## src/hw/rtl/cls_pkg.sv

```systemverilog
// Shared types and constants for the command line normalizer and splitter.
package cls_pkg;

    // Input transaction payload
    typedef struct packed {
        logic [7:0] in_byte;
        logic       has_byte;
        logic       line_last;
    } in_t;

    // Output transaction payload
    typedef struct packed {
        logic [7:0] out_byte;
        logic       byte_valid;
        logic       part;
        logic       line_end;
        logic [1:0] status;
    } out_t;

    // Up to two results produced by one input transaction
    typedef struct packed {
        logic [1:0] n_res;
        out_t       first;
        out_t       second;
    } push_t;

    // Line status codes
    localparam logic [1:0] ST_OK    = 2'd0;
    localparam logic [1:0] ST_EMPTY = 2'd1;
    localparam logic [1:0] ST_TRUNC = 2'd2;

    // Register map (index = paddr[4:3])
    localparam int          ADDR_W       = 5;
    localparam logic [1:0]  REG_SEP_SET  = 2'd0;
    localparam logic [1:0]  REG_SEP_CNT  = 2'd1;
    localparam logic [1:0]  REG_MAX_LEN  = 2'd2;

    // Register reset values
    localparam logic [63:0] SEP_SET_RST  = 64'h0009_0D0A_2928_2C20;
    localparam logic [3:0]  SEP_CNT_RST  = 4'd7;
    localparam logic [11:0] MAX_LEN_RST  = 12'd64;

    // Character codes and limits
    localparam logic [7:0]  SPACE_BYTE   = 8'h20;
    localparam logic [7:0]  QUOTE_BYTE   = 8'h22;
    localparam int          SEP_SLOTS    = 8;
    localparam logic [12:0] MIN_LEN      = 13'd64;
    localparam int          MAX_LINE_DEF = 2048;

    // Result queue geometry
    localparam int          Q_DEPTH      = 4;
    localparam int          Q_PTR_W      = 2;
    localparam int          Q_CNT_W      = 3;

endpackage

```

## src/hw/rtl/cls_norm.sv

```systemverilog
// Line state tracking and per-byte normalization; yields up to two results per transaction.
module cls_norm #(
    parameter int MAX_LINE = cls_pkg::MAX_LINE_DEF
) (
    input  logic             clk,
    input  logic             rst_n,
    input  logic             accept,
    input  cls_pkg::in_t     item,
    input  logic [63:0]      sep_set,
    input  logic [3:0]       sep_count,
    input  logic [11:0]      max_len,
    output cls_pkg::push_t   push
);

    localparam int CNT_W = $clog2(MAX_LINE);
    localparam logic [12:0] MAX_L = 13'(MAX_LINE);

    logic             seen_reg, seen_next;
    logic             quoted_reg, quoted_next;
    logic             run_reg, run_next;
    logic             past_reg, past_next;
    logic             any_reg, any_next;
    logic             trunc_reg, trunc_next;
    logic [CNT_W-1:0] kept_reg, kept_next;

    logic [3:0]       slots;
    logic             sep_hit;
    logic [12:0]      len_clamped;
    logic [CNT_W-1:0] limit;
    logic             active;
    logic             is_sep;
    logic             emit;
    logic             take;
    logic [7:0]       nb;
    logic             char_out;
    cls_pkg::out_t    char_res;
    cls_pkg::out_t    end_res;

    // Separator match over the enabled slots
    always_comb
    begin
        slots   = (sep_count > 4'(cls_pkg::SEP_SLOTS)) ? 4'(cls_pkg::SEP_SLOTS) : sep_count;
        sep_hit = 1'b0;
        for (int k = 0; k < cls_pkg::SEP_SLOTS; k++)
        begin
            if ((4'(k) < slots) && (sep_set[8*k +: 8] == item.in_byte))
            begin
                sep_hit = 1'b1;
            end
        end
    end

    // Keep limit from the clamped buffer size
    always_comb
    begin
        len_clamped = {1'b0, max_len};
        if (len_clamped < cls_pkg::MIN_LEN)
        begin
            len_clamped = cls_pkg::MIN_LEN;
        end
        else if (len_clamped > MAX_L)
        begin
            len_clamped = MAX_L;
        end
        limit = CNT_W'(len_clamped - 13'd1);
    end

    // Next line state and results
    always_comb
    begin
        any_next    = any_reg | item.has_byte;
        seen_next   = seen_reg | (item.has_byte & (item.in_byte != cls_pkg::SPACE_BYTE));
        active      = item.has_byte & seen_next;
        quoted_next = quoted_reg ^ (active & (item.in_byte == cls_pkg::QUOTE_BYTE));
        is_sep      = active & ~quoted_next & sep_hit;
        run_next    = active ? is_sep : run_reg;
        emit        = active & ~(is_sep & run_reg);
        nb          = is_sep ? cls_pkg::SPACE_BYTE : item.in_byte;
        take        = emit & (kept_reg < limit);
        trunc_next  = trunc_reg | (emit & ~take);
        kept_next   = kept_reg + CNT_W'(take);
        char_out    = take & (past_reg | (nb != cls_pkg::SPACE_BYTE));
        past_next   = past_reg | (take & (nb == cls_pkg::SPACE_BYTE));

        char_res            = '0;
        char_res.out_byte   = nb;
        char_res.byte_valid = 1'b1;
        char_res.part       = past_reg;

        end_res          = '0;
        end_res.line_end = 1'b1;
        if (!any_next)
        begin
            end_res.status = cls_pkg::ST_EMPTY;
        end
        else if (trunc_next)
        begin
            end_res.status = cls_pkg::ST_TRUNC;
        end
        else
        begin
            end_res.status = cls_pkg::ST_OK;
        end

        push        = '0;
        push.second = end_res;
        if (accept)
        begin
            if (char_out)
            begin
                push.first = char_res;
                push.n_res = item.line_last ? 2'd2 : 2'd1;
            end
            else if (item.line_last)
            begin
                push.first = end_res;
                push.n_res = 2'd1;
            end
        end
    end

    // State registers; a line end clears everything
    always_ff @(posedge clk or negedge rst_n)
    begin
        if (!rst_n)
        begin
            seen_reg   <= 1'b0;
            quoted_reg <= 1'b0;
            run_reg    <= 1'b0;
            past_reg   <= 1'b0;
            any_reg    <= 1'b0;
            trunc_reg  <= 1'b0;
            kept_reg   <= '0;
        end
        else if (accept)
        begin
            if (item.line_last)
            begin
                seen_reg   <= 1'b0;
                quoted_reg <= 1'b0;
                run_reg    <= 1'b0;
                past_reg   <= 1'b0;
                any_reg    <= 1'b0;
                trunc_reg  <= 1'b0;
                kept_reg   <= '0;
            end
            else
            begin
                seen_reg   <= seen_next;
                quoted_reg <= quoted_next;
                run_reg    <= run_next;
                past_reg   <= past_next;
                any_reg    <= any_next;
                trunc_reg  <= trunc_next;
                kept_reg   <= kept_next;
            end
        end
    end

    // A line end leaves the line state cleared
    a_clear_after_end: assert property (@(posedge clk) disable iff (!rst_n)
        (accept && item.line_last) |=> (kept_reg == '0 && !past_reg && !any_reg && !quoted_reg))
        else $error("line state not cleared after line end");

    // The command word never carries a space
    a_cmd_no_space: assert property (@(posedge clk) disable iff (!rst_n)
        (push.n_res != 2'd0 && push.first.byte_valid && !push.first.part)
            |-> (push.first.out_byte != cls_pkg::SPACE_BYTE))
        else $error("space emitted in command word");

    // Nothing is produced before the line has started
    a_no_lead_char: assert property (@(posedge clk) disable iff (!rst_n)
        (accept && !seen_reg && !(item.has_byte && item.in_byte != cls_pkg::SPACE_BYTE))
            |-> (push.n_res == 2'd0 || !push.first.byte_valid))
        else $error("character emitted from leading spaces");

endmodule

```

## src/hw/rtl/cls_outq.sv

```systemverilog
// Four-entry result queue: takes up to two a cycle, hands out one on out_ready.
module cls_outq (
    input  logic            clk,
    input  logic            rst_n,
    input  cls_pkg::push_t  push,
    output logic            room,
    output logic            out_valid,
    input  logic            out_ready,
    output cls_pkg::out_t   out_data
);

    cls_pkg::out_t                mem_reg [cls_pkg::Q_DEPTH];
    logic [cls_pkg::Q_PTR_W-1:0]  wr_reg, wr_next;
    logic [cls_pkg::Q_PTR_W-1:0]  rd_reg, rd_next;
    logic [cls_pkg::Q_CNT_W-1:0]  cnt_reg, cnt_next;
    logic                         pop;

    assign out_valid = (cnt_reg != '0);
    assign out_data  = mem_reg[rd_reg];
    assign room      = (cnt_reg <= cls_pkg::Q_CNT_W'(cls_pkg::Q_DEPTH - 2));
    assign pop       = out_valid & out_ready;

    // Pointer and fill bookkeeping
    always_comb
    begin
        wr_next  = wr_reg + cls_pkg::Q_PTR_W'(push.n_res);
        rd_next  = rd_reg + cls_pkg::Q_PTR_W'(pop);
        cnt_next = cnt_reg + cls_pkg::Q_CNT_W'(push.n_res) - cls_pkg::Q_CNT_W'(pop);
    end

    always_ff @(posedge clk or negedge rst_n)
    begin
        if (!rst_n)
        begin
            wr_reg  <= '0;
            rd_reg  <= '0;
            cnt_reg <= '0;
        end
        else
        begin
            wr_reg  <= wr_next;
            rd_reg  <= rd_next;
            cnt_reg <= cnt_next;
        end
    end

    // Result storage
    always_ff @(posedge clk)
    begin
        if (push.n_res != 2'd0)
        begin
            mem_reg[wr_reg] <= push.first;
        end
        if (push.n_res == 2'd2)
        begin
            mem_reg[wr_reg + cls_pkg::Q_PTR_W'(1)] <= push.second;
        end
    end

    a_no_overflow: assert property (@(posedge clk) disable iff (!rst_n)
        (push.n_res != 2'd0) |-> (cnt_reg <= cls_pkg::Q_CNT_W'(cls_pkg::Q_DEPTH - 2)))
        else $error("result queue overflow");

    a_cnt_bound: assert property (@(posedge clk) disable iff (!rst_n)
        cnt_reg <= cls_pkg::Q_CNT_W'(cls_pkg::Q_DEPTH))
        else $error("result queue count out of range");

    a_pop_moves: assert property (@(posedge clk) disable iff (!rst_n)
        (pop && push.n_res == 2'd0) |=> (cnt_reg == $past(cnt_reg) - 3'd1))
        else $error("result queue count not decremented on pop");

endmodule

```

## src/hw/rtl/command_line_normalizer_splitter.sv

```systemverilog
// Command line normalizer and splitter: top level with register port.
//
// Input channel (in_valid/in_ready/in_data) carries one command-line byte per
// transaction, or an empty end marker (has_byte = 0); line_last closes a line.
// Output channel (out_valid/out_ready/out_data) carries normalized characters
// tagged as command word or parameter text, and one end result per line with
// its status (ok, empty line, truncated).
// Results of a transaction go into the result queue as it is accepted.
// Throughput: one transaction per cycle while in_ready is high; each yields
// at most two results, and the output side drains one per cycle while out_ready
// is high. The results sit in a four-entry queue; in_ready is high while the
// queue has at least two free entries, so a stalled receiver backs up into
// in_ready and nothing is lost.
// Separator set, separator count and buffer size: APB byte addresses 0, 8, 16.
// Write them only while the block is idle; the block does not enforce this.
// Reset (rst_n low) restores the register defaults, clears the line state and
// empties the result queue.
module command_line_normalizer_splitter #(
    parameter int MAX_LINE = cls_pkg::MAX_LINE_DEF
) (
    input  logic                       clk,
    input  logic                       rst_n,
    input  logic                       in_valid,
    output logic                       in_ready,
    input  cls_pkg::in_t               in_data,
    output logic                       out_valid,
    input  logic                       out_ready,
    output cls_pkg::out_t              out_data,
    input  logic                       psel,
    input  logic                       penable,
    input  logic                       pwrite,
    input  logic [cls_pkg::ADDR_W-1:0] paddr,
    input  logic [63:0]                pwdata,
    output logic [63:0]                prdata,
    output logic                       pready
);

    logic [63:0]     sep_set_reg;
    logic [3:0]      sep_cnt_reg;
    logic [11:0]     max_len_reg;
    logic [1:0]      reg_idx;
    logic            wr_en;
    logic            accept;
    logic            room;
    cls_pkg::push_t  push;

    assign pready  = 1'b1;
    assign reg_idx = paddr[4:3];
    assign wr_en   = psel & penable & pwrite & pready;
    assign in_ready = room;
    assign accept  = in_valid & in_ready;

    // Configuration registers
    always_ff @(posedge clk or negedge rst_n)
    begin
        if (!rst_n)
        begin
            sep_set_reg <= cls_pkg::SEP_SET_RST;
            sep_cnt_reg <= cls_pkg::SEP_CNT_RST;
            max_len_reg <= cls_pkg::MAX_LEN_RST;
        end
        else if (wr_en)
        begin
            case (reg_idx)
                cls_pkg::REG_SEP_SET: sep_set_reg <= pwdata;
                cls_pkg::REG_SEP_CNT: sep_cnt_reg <= pwdata[3:0];
                cls_pkg::REG_MAX_LEN: max_len_reg <= pwdata[11:0];
                default: ;
            endcase
        end
    end

    // Register readback
    always_comb
    begin
        case (reg_idx)
            cls_pkg::REG_SEP_SET: prdata = sep_set_reg;
            cls_pkg::REG_SEP_CNT: prdata = {60'd0, sep_cnt_reg};
            cls_pkg::REG_MAX_LEN: prdata = {52'd0, max_len_reg};
            default:              prdata = '0;
        endcase
    end

    cls_norm #(
        .MAX_LINE (MAX_LINE)
    ) u_norm (
        .clk       (clk),
        .rst_n     (rst_n),
        .accept    (accept),
        .item      (in_data),
        .sep_set   (sep_set_reg),
        .sep_count (sep_cnt_reg),
        .max_len   (max_len_reg),
        .push      (push)
    );

    cls_outq u_outq (
        .clk       (clk),
        .rst_n     (rst_n),
        .push      (push),
        .room      (room),
        .out_valid (out_valid),
        .out_ready (out_ready),
        .out_data  (out_data)
    );

endmodule
```

## config.mk

```make
export PLATFORM = sky130hd
export DESIGN_NAME = command_line_normalizer_splitter
export DESIGN_NICKNAME = d
export VERILOG_FILES = /design/src/hw/rtl/cls_pkg.sv /design/src/hw/rtl/cls_norm.sv /design/src/hw/rtl/cls_outq.sv /design/src/hw/rtl/command_line_normalizer_splitter.sv
export SDC_FILE = /design/constraint.sdc
export NUM_CORES = 1
export LEC_CHECK = 0
export BUFFER_PORTS_ARGS = -buffer_cell sky130_fd_sc_hd__buf_4
export CAP_MARGIN = 5
export CORE_MARGIN = 1
export CORE_UTILIZATION = 60
export CTS_BUF_LIST = sky130_fd_sc_hd__clkbuf_4 sky130_fd_sc_hd__clkbuf_8 sky130_fd_sc_hd__clkbuf_16
export DETAILED_ROUTE_END_ITERATION = 10
export PLACE_DENSITY = 0.86
export SLEW_MARGIN = 20
export SYNTH_ARGS = -nofsm -noshare
export SYNTH_HDL_FRONTEND = slang
export SYNTH_SLANG_ARGS = --single-unit
```

## constraint.sdc

```tcl
create_clock -name clk -period 8.59 [get_ports clk]
set_input_delay 1.718 -clock clk [delete_from_list [all_inputs] [get_ports clk]]
set_output_delay 1.718 -clock clk [all_outputs]
set_load 0.02 [all_outputs]
```

# Yosys cells after proc, flatten, opt, wreduce, memory -nomap -nowiden
# Memories as Yosys holds them, arrays and structs flattened.
# Index checks and enable logic that the tools add are counted.
totals:
  reg_bits: 104
  ramBits: 52
  memories: 1
mem_list:
  columns: ["name", "depth", "word_bits", "rd", "rd_clocked_by_memory_dff", "wr", "line", "text"]
  rows:
  - ["u_outq.mem_reg", 4, 13, 1, 0, 2, "cls_outq.sv:12", "cls_pkg::out_t mem_reg [cls_pkg::Q_DEPTH];"]
op_classes:
  addsub: 7
  order_cmp: 13
  eq_ne: 15
  muxes: 31
  n_bitwise: 24
  reduce_logical: 16
op_table:
  columns: ["op", "count"]
  rows:
  - ["64-bit case mux with 3 select lines", 1]
  - ["8-bit == test", 8]
  - ["11-bit two-way mux", 3]
  - ["15-bit two-way mux", 2]
  - ["1-bit two-way mux", 19]
  - ["8-bit by 6-bit == test with 1-bit output, second input constant", 2]
  - ["3-bit by 4-bit less-than comparator with 1-bit output, first input constant", 4]
  - ["8-bit by 6-bit inequality test with 1-bit output, second input constant", 2]
  - ["1-bit AND", 15]
  - ["14-bit two-way mux", 1]
  - ["12-bit > comparator, second input constant", 1]
  - ["12-bit by 7-bit less-than comparator with 1-bit output, second input constant", 1]
  - ["11-bit by 1-bit adder with 11-bit output", 1]
  - ["11-bit less-than comparator", 1]
  - ["11-bit by 1-bit subtractor with 11-bit output, second input constant", 1]
  - ["1-bit logical AND", 8]
  - ["1-bit by 4-bit less-than comparator with 1-bit output, first input constant", 2]
  - ["2-bit by 4-bit less-than comparator with 1-bit output, first input constant", 2]
  - ["8-bit two-way mux", 1]
  - ["2-bit AND reduction", 4]
  - ["2-bit two-way mux", 3]
  - ["1-bit OR", 5]
  - ["2-bit == test, second input constant", 2]
  - ["4-bit > comparator, second input constant", 1]
  - ["13 further kinds", 16]

# Depth between registers and ports, before layout
depth:
  ltp_word: 28
  depth_mapped: 24
  depth_no_buf: 21

# By module
# Synthesis repeated with hierarchy kept, for this count alone.
unflattened:
  cells_unflattened: 767
  area_unflattened_um2: 9235.1
by_module_without_submodules:
  columns: ["mod", "n_inst", "cells_each", "area_per_inst_um2", "seq_area_each_um2"]
  rows:
  - ["command_line_normalizer_splitter", 1, 265, 3607.2, 2026.9]
  - ["cls_outq", 1, 165, 2972.9, 1736.7]
  - ["cls_norm", 1, 337, 2655.0, 425.4]

# Worst setup path after synthesis
# No wires, ideal clock.
synth_path:
  path_kind: "register to register"
  startpoint: "register max_len_reg[6]"
  endpoint: "memory u_outq.mem_reg[0][4] (netlist name)"
  setup_time_ns: 0.117
  arrival_ns: 5.106
  path_slack_ns: 3.367
  stages_incl_launch_ff: 24
  path_buffers: 4
  period_less_slack_ns: 5.223
  path_cell_list: "dfstp_2 > buf_2 > nor4_4 > and2_1 > clkbuf_1 > nor2_1 > nand2_1 > ha_1 > clkbuf_1 > a311oi_1 > a21oi_1 > ha_1 > nand4_1 > a2111oi_0 > o41ai_4 > nand4b_4 > a21o_1 > a21oi_1 > ha_1 > o21ai_2 > nor3_1 > nor2_1 > clkbuf_1 > a22o_1"
synth_rtl:
  columns: ["item", "line", "text"]
  rows:
  - ["from (decl)", "command_line_normalizer_splitter.sv:40", "logic [11:0] max_len_reg;"]
  - ["from (signal assigned)", "command_line_normalizer_splitter.sv:60", "max_len_reg <= cls_pkg::MAX_LEN_RST;"]
  - ["from (signal assigned)", "command_line_normalizer_splitter.sv:67", "cls_pkg::REG_MAX_LEN: max_len_reg <= pwdata[11:0];"]
  - ["to (decl)", "cls_outq.sv:12", null]

==> reports/qor.csv <==
metric;value;unit
outcome;finished clean;
synth_compound_area_share;11.8;%
drt-initial-drc-count;566;
firstDrtPassIters;5;
design_area;10400;um2
n_antenna_cell;0;
cts_setup_buffers;0;
nFillCells;934;
grt_max_degree;69;
hold_path.class;register to register;
ant_nets;0;
critPathKind;register to register;
tns;0;ps
startpoint;max_len_reg[6];
htreeDepth;4;
vias;6642;
post_dp_cell_area;9750;um2
track_usage;31.3;%
synth.avg_cell_area;11.1;um2
yosys_warnings;0;
rr_worst_depth;20;
place.gp.congestion;0.879;
wirelength;22000;um
ys_types;68;
core-area;13800;um2
yosys.area_share.simple;14.7;%
slew_headroom;31.7;%
synth_top_area_share;24.8;%
cts.clk_slew.worst_paths;70;ps
synth_nets;871;
io-pin-count;166;
viasPerCell;6.04;
final.period_utilization;72.6;%
yosys.area_share.xor_xnor;7.53;%
yosysTopAreaCell;dfrtp_1;
crit_required;8890;ps
area_delta_synth_final;22.8;%
cp_max_fo;11;
synthAdderAreaFrac;3.18;%
tightest_slew;1020;ps
hold_viol;0;
hold_depth;1;
clkSinkCount;156;
drc;0;
gr-usage-met3;8.79;%
synth_edf_count;8;
insertion_delay;430;ps
end_kind;register;
vdd_drop_max;175;uV
leakage;4.62;nW
yosysSeqAreaShare;44.2;%
drv_slew;0;
grt_pass1_vias;6651;
dp_hpwl;14800;um
yosys-top-cells-count;dfrtp_1, mux2_2, xor2_1;
grt_pass1_wl;34600;um
min_from;u_outq.mem_reg[3][10];
synth_top_family_by_area;multiplexers;
finalNonFillerCells;1099;
endpoint;u_outq.mem_reg[3][2];
clock_skew;9.30;ps
die_x;121;um
startpoint_type;register;
root_buffer;clkbuf_16;
synth_most_common_cell;dfrtp_1;
fin_nets;1013;
syn_area;8490;um2
synthArstFlopShare;66.7;%
drv_cap;0;
row_count;43;
grt.overflow.total;0;
port_buffers;161;
max_freq;160;MHz
drive_gt1_share;35.7;%
die_area;14600;um2
rsz0062_at_grt;no;
ctsResizeCount;0;
met2_usage;52.8;%
die_y;121;um
yosys-top-cells-area;dfrtp_1, dfxtp_1, mux2_2, xor2_1, dfstp_2;
cts_hold_buf;0;
cts_tree;yes;
setup_viol;0;
rr_startpoint;max_len_reg[6];
routedWlPerCell;20.0;um
synth.mux.area_fraction;15.1;%
numCtsBuffers;17;
globalRouteMet1Util;38.1;%
yosys_most_used_dff;dfrtp_1;
reg2reg_slack;2350;ps
clock_path_buffers;2;
r2r-end;u_outq.mem_reg[3][2];
min_period;6240;ps
p_per_area;268;nW/um2
largest_register_ffs;64;
placed_cells;1067;
start_util;61.4;%
busiest_layer;met2;
worstPathArrival;6530;ps
antenna_found_initial;0;
syn_inst;764;
yosys_register_bits;156;
## metal layers
metal	vias up	part of all wire, %	routed length (um)
li1	3054	-	-
met3	35	7.0	1540
met5	-	0	0
met2	265	51	11200
met4	0	2.0	445
met1	3288	40	8810
## through the flow
step	worst slack, ps	hold WS [ps]	power [mW]	util (%)
final	2350	468	2.79	75.4
after global routing	1950	490	2.93	75.4
after CTS	2430	469	2.80	75.4
after detailed placement	2440	455	1.94	70.5
after global placement	2560	445	1.90	70.5
after floorplan	3370	437	1.66	-
## power by group
part	switching (mW)	internal, mW	leakage (nW)
registers	0.197	0.935	1.69
clock network	0.305	0.548	0.332
logic	0.405	0.402	2.60
## placed cells by master (no fill, tap or decap), types with 23 or more instances in the layout
cell	Yosys	final
a21oi_1	29	29
a22o_1	32	32
and2_1	57	57
buf_4	5	165
dfrtp_1	84	84
dfxtp_1	44	44
mux2_2	77	77
nand2_1	49	49
nor2_1	32	31
o21ai_0	23	23
xor2_1	64	64
## final cells by class
cell class                      instances  area, um2  share of cell area, %
Multi-Input combinational cell        546       4460                   42.8
Sequential cell                       156       3750                   36.0
Timing Repair Buffer                  165       1240                   11.9
Clock buffer                           24        526                   5.04
Tap cell                              180        225                   2.16
Clock inverter                          8        150                   1.44
Inverter                               20       75.1                  0.720
## critical path, cell delays in order, from the launching register on
cell and delay, ps:
dfstp_2 620, nor4_4 80, and2_1 230, nor2_1 200, nand2_1 90, ha_1 310, a311oi_1 240, a21oi_1 90
ha_1 310, nand4_1 100, a2111oi_0 710, o41ai_4 220, nand4b_4 190, a21o_1 270, a21oi_1 110, ha_1 380
o21ai_2 440, nor2_1 250, nor2_1 830, inv_1 240, a2bb2oi_1 190
## how the worst min path moves through the flow
stage	to	slack, ps
global route	u_outq.mem_reg[1][10]	490
global placement	u_outq.mem_reg[3][10]	440
floorplan	u_outq.mem_reg[2][10]	440
detailed placement	u_outq.mem_reg[3][10]	460
finish	u_outq.mem_reg[3][10]	470
CTS	u_outq.mem_reg[3][10]	470
## logic make-up (layout without fill, tap and decap cells)
kind of cell,Yosys count,count (layout)
xor gates and xnor gates,73,73
DFF,156,156
AOI/OAI and AO/OA,132,132
other,1,1
muxes,102,102
buffers and inverters,62,217
and+or+nand+nor,217,217
adders and majority gates,21,21
No activity file was read; power rests on OpenSTA's default activity.
